### config.mk
export PLATFORM = sky130hd
export DESIGN_NAME = npc_ctrl
export DESIGN_NICKNAME = d
export VERILOG_FILES = /design/src/hdl/npc_pkg.sv /design/src/hdl/npc_ctrl.sv
export SDC_FILE = /design/constraint.sdc
export NUM_CORES = 1
export LEC_CHECK = 0
export ABC_AREA = 1
export BUFFER_PORTS_ARGS = -buffer_cell sky130_fd_sc_hd__buf_2
export CAP_MARGIN = 5
export CORE_MARGIN = 3
export CORE_UTILIZATION = 47
export CTS_CLUSTER_DIAMETER = 40
export CTS_CLUSTER_SIZE = 20
export DETAILED_ROUTE_END_ITERATION = 8
export PLACE_DENSITY = 0.82
export SKIP_LAST_GASP = 1
export SYNTH_ARGS = -nofsm -noshare
export SYNTH_HDL_FRONTEND = slang
export SYNTH_SLANG_ARGS = --single-unit
### constraint.sdc
create_clock -name clock -period 4.1 [get_ports clock]
set_clock_uncertainty 0.15 [all_clocks]
set_input_delay 0.615 -clock clock [delete_from_list [all_inputs] [get_ports clock]]
set_output_delay 0.615 -clock clock [all_outputs]
set_load 0.005 [all_outputs]
### src/hdl/npc_pkg.sv
package npc_pkg;

   // field widths fixed by the interface
   localparam int COLOR_W        = 8;
   localparam int INDEX_W        = 8;
   localparam int SQ_W           = 2 * COLOR_W;
   localparam int DIST_W         = SQ_W + 2;

   localparam int PALETTE_ENTRIES_DEFAULT = 256;

   // request command codes
   localparam logic CMD_LOAD  = 1'b0;
   localparam logic CMD_QUERY = 1'b1;

   typedef struct packed {
      logic [COLOR_W-1:0] red;
      logic [COLOR_W-1:0] green;
      logic [COLOR_W-1:0] blue;
   } rgb_type;

   // controller to datapath
   typedef struct packed {
      logic load;     // write one palette entry
      logic capture;  // latch query color, start of a search
      logic issue;    // read one palette entry into the pipeline
      logic last;     // the issued entry is the final one
   } npc_cmd_type;

   // datapath to controller
   typedef struct packed {
      logic done;     // final entry is being compared this cycle
   } npc_status_type;

   function automatic logic [COLOR_W-1:0] abs_diff(input logic [COLOR_W-1:0] a,
                                                   input logic [COLOR_W-1:0] b);
      return (a >= b) ? (a - b) : (b - a);
   endfunction

endpackage

### src/hdl/npc_ctrl.sv
module npc_ctrl #(
   parameter int PALETTE_ENTRIES = npc_pkg::PALETTE_ENTRIES_DEFAULT,
   parameter int ADDR_W          = $clog2(PALETTE_ENTRIES)
) (
   input  logic                          clock,
   input  logic                          reset,
   input  logic                          start,
   input  logic                          req_cmd,
   input  logic [npc_pkg::INDEX_W-1:0]   req_entry_index,
   output logic                          busy,
   output npc_pkg::npc_cmd_type          cmd,
   input  npc_pkg::npc_status_type       status,
   output logic [ADDR_W-1:0]             scan_addr,
   output logic [ADDR_W-1:0]             load_addr
);

   localparam logic [1:0] ST_IDLE  = 2'd0;
   localparam logic [1:0] ST_SCAN  = 2'd1;
   localparam logic [1:0] ST_DRAIN = 2'd2;

   localparam logic [ADDR_W-1:0] LAST_ADDR = ADDR_W'(PALETTE_ENTRIES - 1);

   logic [1:0]        state_ff, state_in;
   logic [ADDR_W-1:0] scan_addr_ff, scan_addr_in;
   logic              accept;
   logic              in_range;

   assign busy     = (state_ff != ST_IDLE);
   assign accept   = start & ~busy;
   assign in_range = ({1'b0, req_entry_index} < (npc_pkg::INDEX_W + 1)'(PALETTE_ENTRIES));

   always_comb begin
      state_in     = state_ff;
      scan_addr_in = scan_addr_ff;
      cmd          = '0;
      cmd.load     = accept & (req_cmd == npc_pkg::CMD_LOAD) & in_range;
      unique case (state_ff)
         ST_IDLE: begin
            if (accept && req_cmd == npc_pkg::CMD_QUERY) begin
               cmd.capture  = 1'b1;
               scan_addr_in = '0;
               state_in     = ST_SCAN;
            end
         end
         ST_SCAN: begin
            cmd.issue = 1'b1;
            cmd.last  = (scan_addr_ff == LAST_ADDR);
            if (cmd.last) begin
               state_in = ST_DRAIN;
            end else begin
               scan_addr_in = scan_addr_ff + 1'b1;
            end
         end
         ST_DRAIN: begin
            if (status.done) begin
               state_in = ST_IDLE;
            end
         end
         default: begin
            state_in = ST_IDLE;
         end
      endcase
   end

   always_ff @(posedge clock) begin
      if (reset) begin
         state_ff     <= ST_IDLE;
         scan_addr_ff <= '0;
      end else begin
         state_ff     <= state_in;
         scan_addr_ff <= scan_addr_in;
      end
   end

   assign scan_addr = scan_addr_ff;
   assign load_addr = req_entry_index[ADDR_W-1:0];

`ifndef ASSERT_OFF
   a_capture_starts_scan: assert property (@(posedge clock) disable iff (reset)
      cmd.capture |=> (state_ff == ST_SCAN) && (scan_addr_ff == '0))
      else $error("search did not start at entry zero");

   a_scan_steps: assert property (@(posedge clock) disable iff (reset)
      (state_ff == ST_SCAN) && !cmd.last |=>
         (state_ff == ST_SCAN) && (scan_addr_ff == ADDR_W'($past(scan_addr_ff) + 1'b1)))
      else $error("scan address skipped an entry");

   a_done_while_drain: assert property (@(posedge clock) disable iff (reset)
      status.done |-> (state_ff == ST_DRAIN))
      else $error("search finished outside drain");

   a_load_when_idle: assert property (@(posedge clock) disable iff (reset)
      cmd.load |-> (state_ff == ST_IDLE) && !cmd.issue)
      else $error("palette write during a search");
`endif

endmodule

# After elaboration in Yosys (flattened, before gate mapping)
# Index checks and enable logic that the tools add are counted.
[word_totals]
register_bits = 10
inputBits = 13
out_inout_bits = 21
wordCells = 30
[classes]
add_sub_neg = 1
n_eq_ne = 7
mux = 10
n_bitwise = 4
reduce_logical = 6
[op_table]
columns = ["op", "n"]
rows = [
  ["$mux 8", 2],
  ["$pmux 8 s2", 1],
  ["$add 8x1->8 const B", 1],
  ["$eq 8x8->1 const B", 1],
  ["$mux 2", 4],
  ["$ne 2x2->1 const B", 4],
  ["$pmux 2 s3", 1],
  ["$reduce_and 3->1", 2],
  ["$reduce_bool 2->1", 2],
  ["$and 1x1->1", 2],
  ["$eq 2x1->1 const B", 1],
  ["$eq 2x2->1 const B", 1],
  ["$logic_not 2->1", 1],
  ["$mux 1", 2],
  ["$not 1->1", 2],
  ["$logic_and 1x1->1", 1],
]

# Logic depth before layout (Yosys ltp)
[logic_depth]
word_depth = 6
depth_mapped = 10
ltp_nobuf = 10

# Least setup slack after synthesis
# Ideal clock, no wire load.
[synth_timing]
kind = "reg-to-output"
from = "register scan_addr_ff[1], in the netlist scan_addr[1]"
to = "output port cmd[0] (netlist name)"
t_arrival_ns = 0.917
t_required_ns = 3.335
path_slack_ns = 2.418
path_stages_with_launch = 6
n_path_buf = 0
cell_sequence = "dfxtp_1 > ha_1 > nand2_2 > nor2_4 > nand3_1 > inv_1"
[synth_rtl]
columns = ["element", "line_no", "rtl"]
rows = [
  ["from (decl)", "npc_ctrl.sv:24", "logic [ADDR_W-1:0] scan_addr_ff, scan_addr_in;"],
  ["from (signal assigned)", "npc_ctrl.sv:71", "scan_addr_ff <= scan_addr_in;"],
  ["to (decl)", "npc_ctrl.sv:11", "output npc_pkg::npc_cmd_type cmd,"],
]

==> flow_summary.json <==
{
  "final_critical_path_setup_slack_ns": 1.961,
  "drt_wl_total_um": 1391,
  "status": "finished clean",
  "ys_types": 21,
  "crit_type": "flip-flop to output port",
  "ys_warn_count": 0,
  "post_cts_resize_count": 0,
  "vias_per_cell": 5.000,
  "synthAdderAreaFrac_pct": 1.808,
  "antenna_found_initial": 0,
  "final_cell_mix": "nand2_1, buf_2, inv_1",
  "gr-total-overflow": 0,
  "rows": 13,
  "finalCritPeriodShare_pct": 52.17,
  "ys_ff_latch": 10,
  "cp.arrival_ns": 1.37,
  "synth-simple-area-share_pct": 44.48,
  "synth_xor_area_share_pct": 0,
  "synth-compound-area-share_pct": 5.787,
  "wl_per_cell_um": 11.04,
  "report.final.slew_viol_count": 0,
  "muxShareOfSynthArea_pct": 0,
  "grt_usage_pct": 14.72,
  "synth_cells": 100,
  "required_ns": 3.34,
  "post-dp-hpwl_um": 1030,
  "drv_cap": 0,
  "dr.pass1.iters": 4,
  "fmax_mhz": 467.5,
  "relSlewSlack_pct": 84.93,
  "grt_max_degree": 9,
  "drc": 0,
  "final_common_cell": "nand2_1",
  "multi_input_area_sq_um": 360.3,
  "gp_congestion": 0.8390,
  "syn_area_per_cell_sq_um": 6.919,
  "post_cts_buffers": 0,
  "final_nets": 126,
  "max_stage_delay_ns": 0.39,
  "slowest_stage": "dfxtp_1",
  "power_leakage_nw": 0.3661,
  "ios": 34,
  "hp-class": "flip-flop to flip-flop",
  "setup-tns-final_ns": 0,
  "clkSinkCount": 10,
  "cts-root-buf": "clkbuf_4",
  "end_kind": "output port",
  "ir_worst_vdd_mv": 0.1976,
  "grt_pass1_vias": 531,
  "die_h_um": 44.37,
  "dp_slack_ns": 2.226,
  "syn_area_sq_um": 691.9,
  "hold_viol_final": 0,
  "die_w_um": 44.37,
  "fin_crit_ns": 2.139,
  "postCtsHoldBufs": 0,
  "ys_seq_area_share_pct": 28.93,
  "diodes": 0,
  "insertion_delay_ns": 0.27,
  "crit_path_start_kind": "flip-flop",
  "syn_nets": 114,
  "clkTransAtPathRegs_ns": 0.07,
  "tightestPinTransition_ns": 0.2258,
  "rsz0062_at_grt": "no",
  "die_area_sq_um": 1969,
  "worst-path-max-fanout": 5,
  "drive_above_1_share_pct": 29.73,
  "numCtsBuffers": 3,
  "vias": 630,
  "p_per_area_nw_per_um2": 286.4,
  "grt_first_pass_wirelength_um": 2173,
  "port_buffers": 17,
  "areaGrowthSynthToFinish_pct": 9.403,
  "setup_viol": 0,
  "coreArea_sq_um": 1334,
  "cp_cell_sequence": "ha_1 -> nand2_2 -> nor2_4 -> nand3_1 -> inv_1 -> buf_2",
  "fillers": 132,
  "clk_path_buf_depth": 2,
  "drt_iter0_markers": 13,
  "detail-route-antenna-nets": 0,
  "cts_tree": "yes",
  "synth_top_family_by_area": "simple AND/OR/NAND/NOR gates",
  "cts_htree_levels": 1,
  "regArea_sq_um": 200.2,
  "initial_utilization_pct": 51.88
}
sequential cells by signal, summed over array words and instances (netlist names):
name / cells
scan_addr: 8
state_ff: 2
area by class of cell:
| type | instances | share of cell area [%] |
|---|---|---|
| Multi-Input combinational cell | 65 | 47.60 |
| Sequential cell | 10 | 26.45 |
| Timing Repair Buffer | 17 | 11.24 |
| Inverter | 15 | 7.438 |
| Clock buffer | 4 | 4.793 |
| Tap cell | 15 | 2.479 |
synthesized netlist by cell type:
| cell | number | area (sq um) |
|---|---|---|
| a21oi_1 | 6 | 30.03 |
| buf_4 | 10 | 75.07 |
| dfxtp_1 | 10 | 200.2 |
| ha_1 | 1 | 12.51 |
| inv_1 | 14 | 52.55 |
| inv_2 | 1 | 3.750 |
| nand2_1 | 24 | 90.09 |
| nand2_2 | 2 | 12.51 |
| nand2_4 | 2 | 22.52 |
| nand3_1 | 10 | 50.05 |
| nand3_4 | 1 | 17.52 |
| nand3b_1 | 1 | 7.510 |
| nand4_1 | 1 | 6.260 |
| nand4_4 | 1 | 21.27 |
| nor2_1 | 7 | 26.28 |
| nor2_2 | 2 | 12.51 |
| nor2_4 | 2 | 22.52 |
| nor3_1 | 1 | 5.000 |
| nor3b_1 | 1 | 7.510 |
| o21ai_1 | 2 | 10.01 |
| or2_2 | 1 | 6.260 |
metrics by stage:
| stage | utilization (%) | power (mW) | hold slack (ns) | cells | area [sq um] |
|---|---|---|---|---|---|
| finish | 56.75 | 0.2168 | 0.3543 | 126 | 757.0 |
| global route | 56.75 | 0.2244 | 0.4059 | 126 | 757.0 |
| CTS | 56.75 | 0.2173 | 0.3550 | 126 | 757.0 |
| detailed placement | 54.03 | 0.1265 | 0.3452 | 122 | 720.7 |
| global placement | 54.03 | 0.1259 | 0.3426 | 122 | 720.7 |
| floorplan | - | 0.1263 | 0.3371 | 100 | 691.9 |
metal layers:
| layer | vias to the layer above | wire [um] | global-route usage [%] |
|---|---|---|---|
| li1 | 326 | - | - |
| met1 | 281 | 638 | 19.26 |
| met2 | 19 | 611 | 22.97 |
| met3 | 4 | 119 | 2.846 |
| met4 | 0 | 23 | 7.229 |
| met5 | - | 0 | 0 |
cell families after synthesis:
group / count (synthesis)
adders and majority gates: 1
AOI/OAI and AO/OA: 8
and+or+nand+nor: 56
buffers and inverters: 25
DFF: 10
final timing paths:
check	cells after the start	slack (ns)	endpoint	start
worst max register to register	10	2.56	scan_addr[7]	scan_addr[1]
worst min-delay path	2	0.35	scan_addr[1]	scan_addr[1]
worst min register to register	2	0.35	scan_addr[1]	scan_addr[1]
worst max-delay path	6	1.96	cmd[0]	scan_addr[1]
worst max-delay path, delay by kind of cell (launching register included):
| kind | cells | cell delay [ns] |
|---|---|---|
| buffers and inverters | 2 | 0.16 |
| adders and majority gates | 1 | 0.21 |
| DFF | 1 | 0.39 |
| and+or+nand+nor | 3 | 0.34 |
report_power, final:
part           leakage (nW)  internal [mW]  total [mW]  switching [mW]
sequential           0.0808         0.0982      0.0990        0.000790
clock                0.0210         0.0540      0.0923          0.0383
combinational         0.264        0.00926      0.0255          0.0162
(Power assumes the default switching activity.)
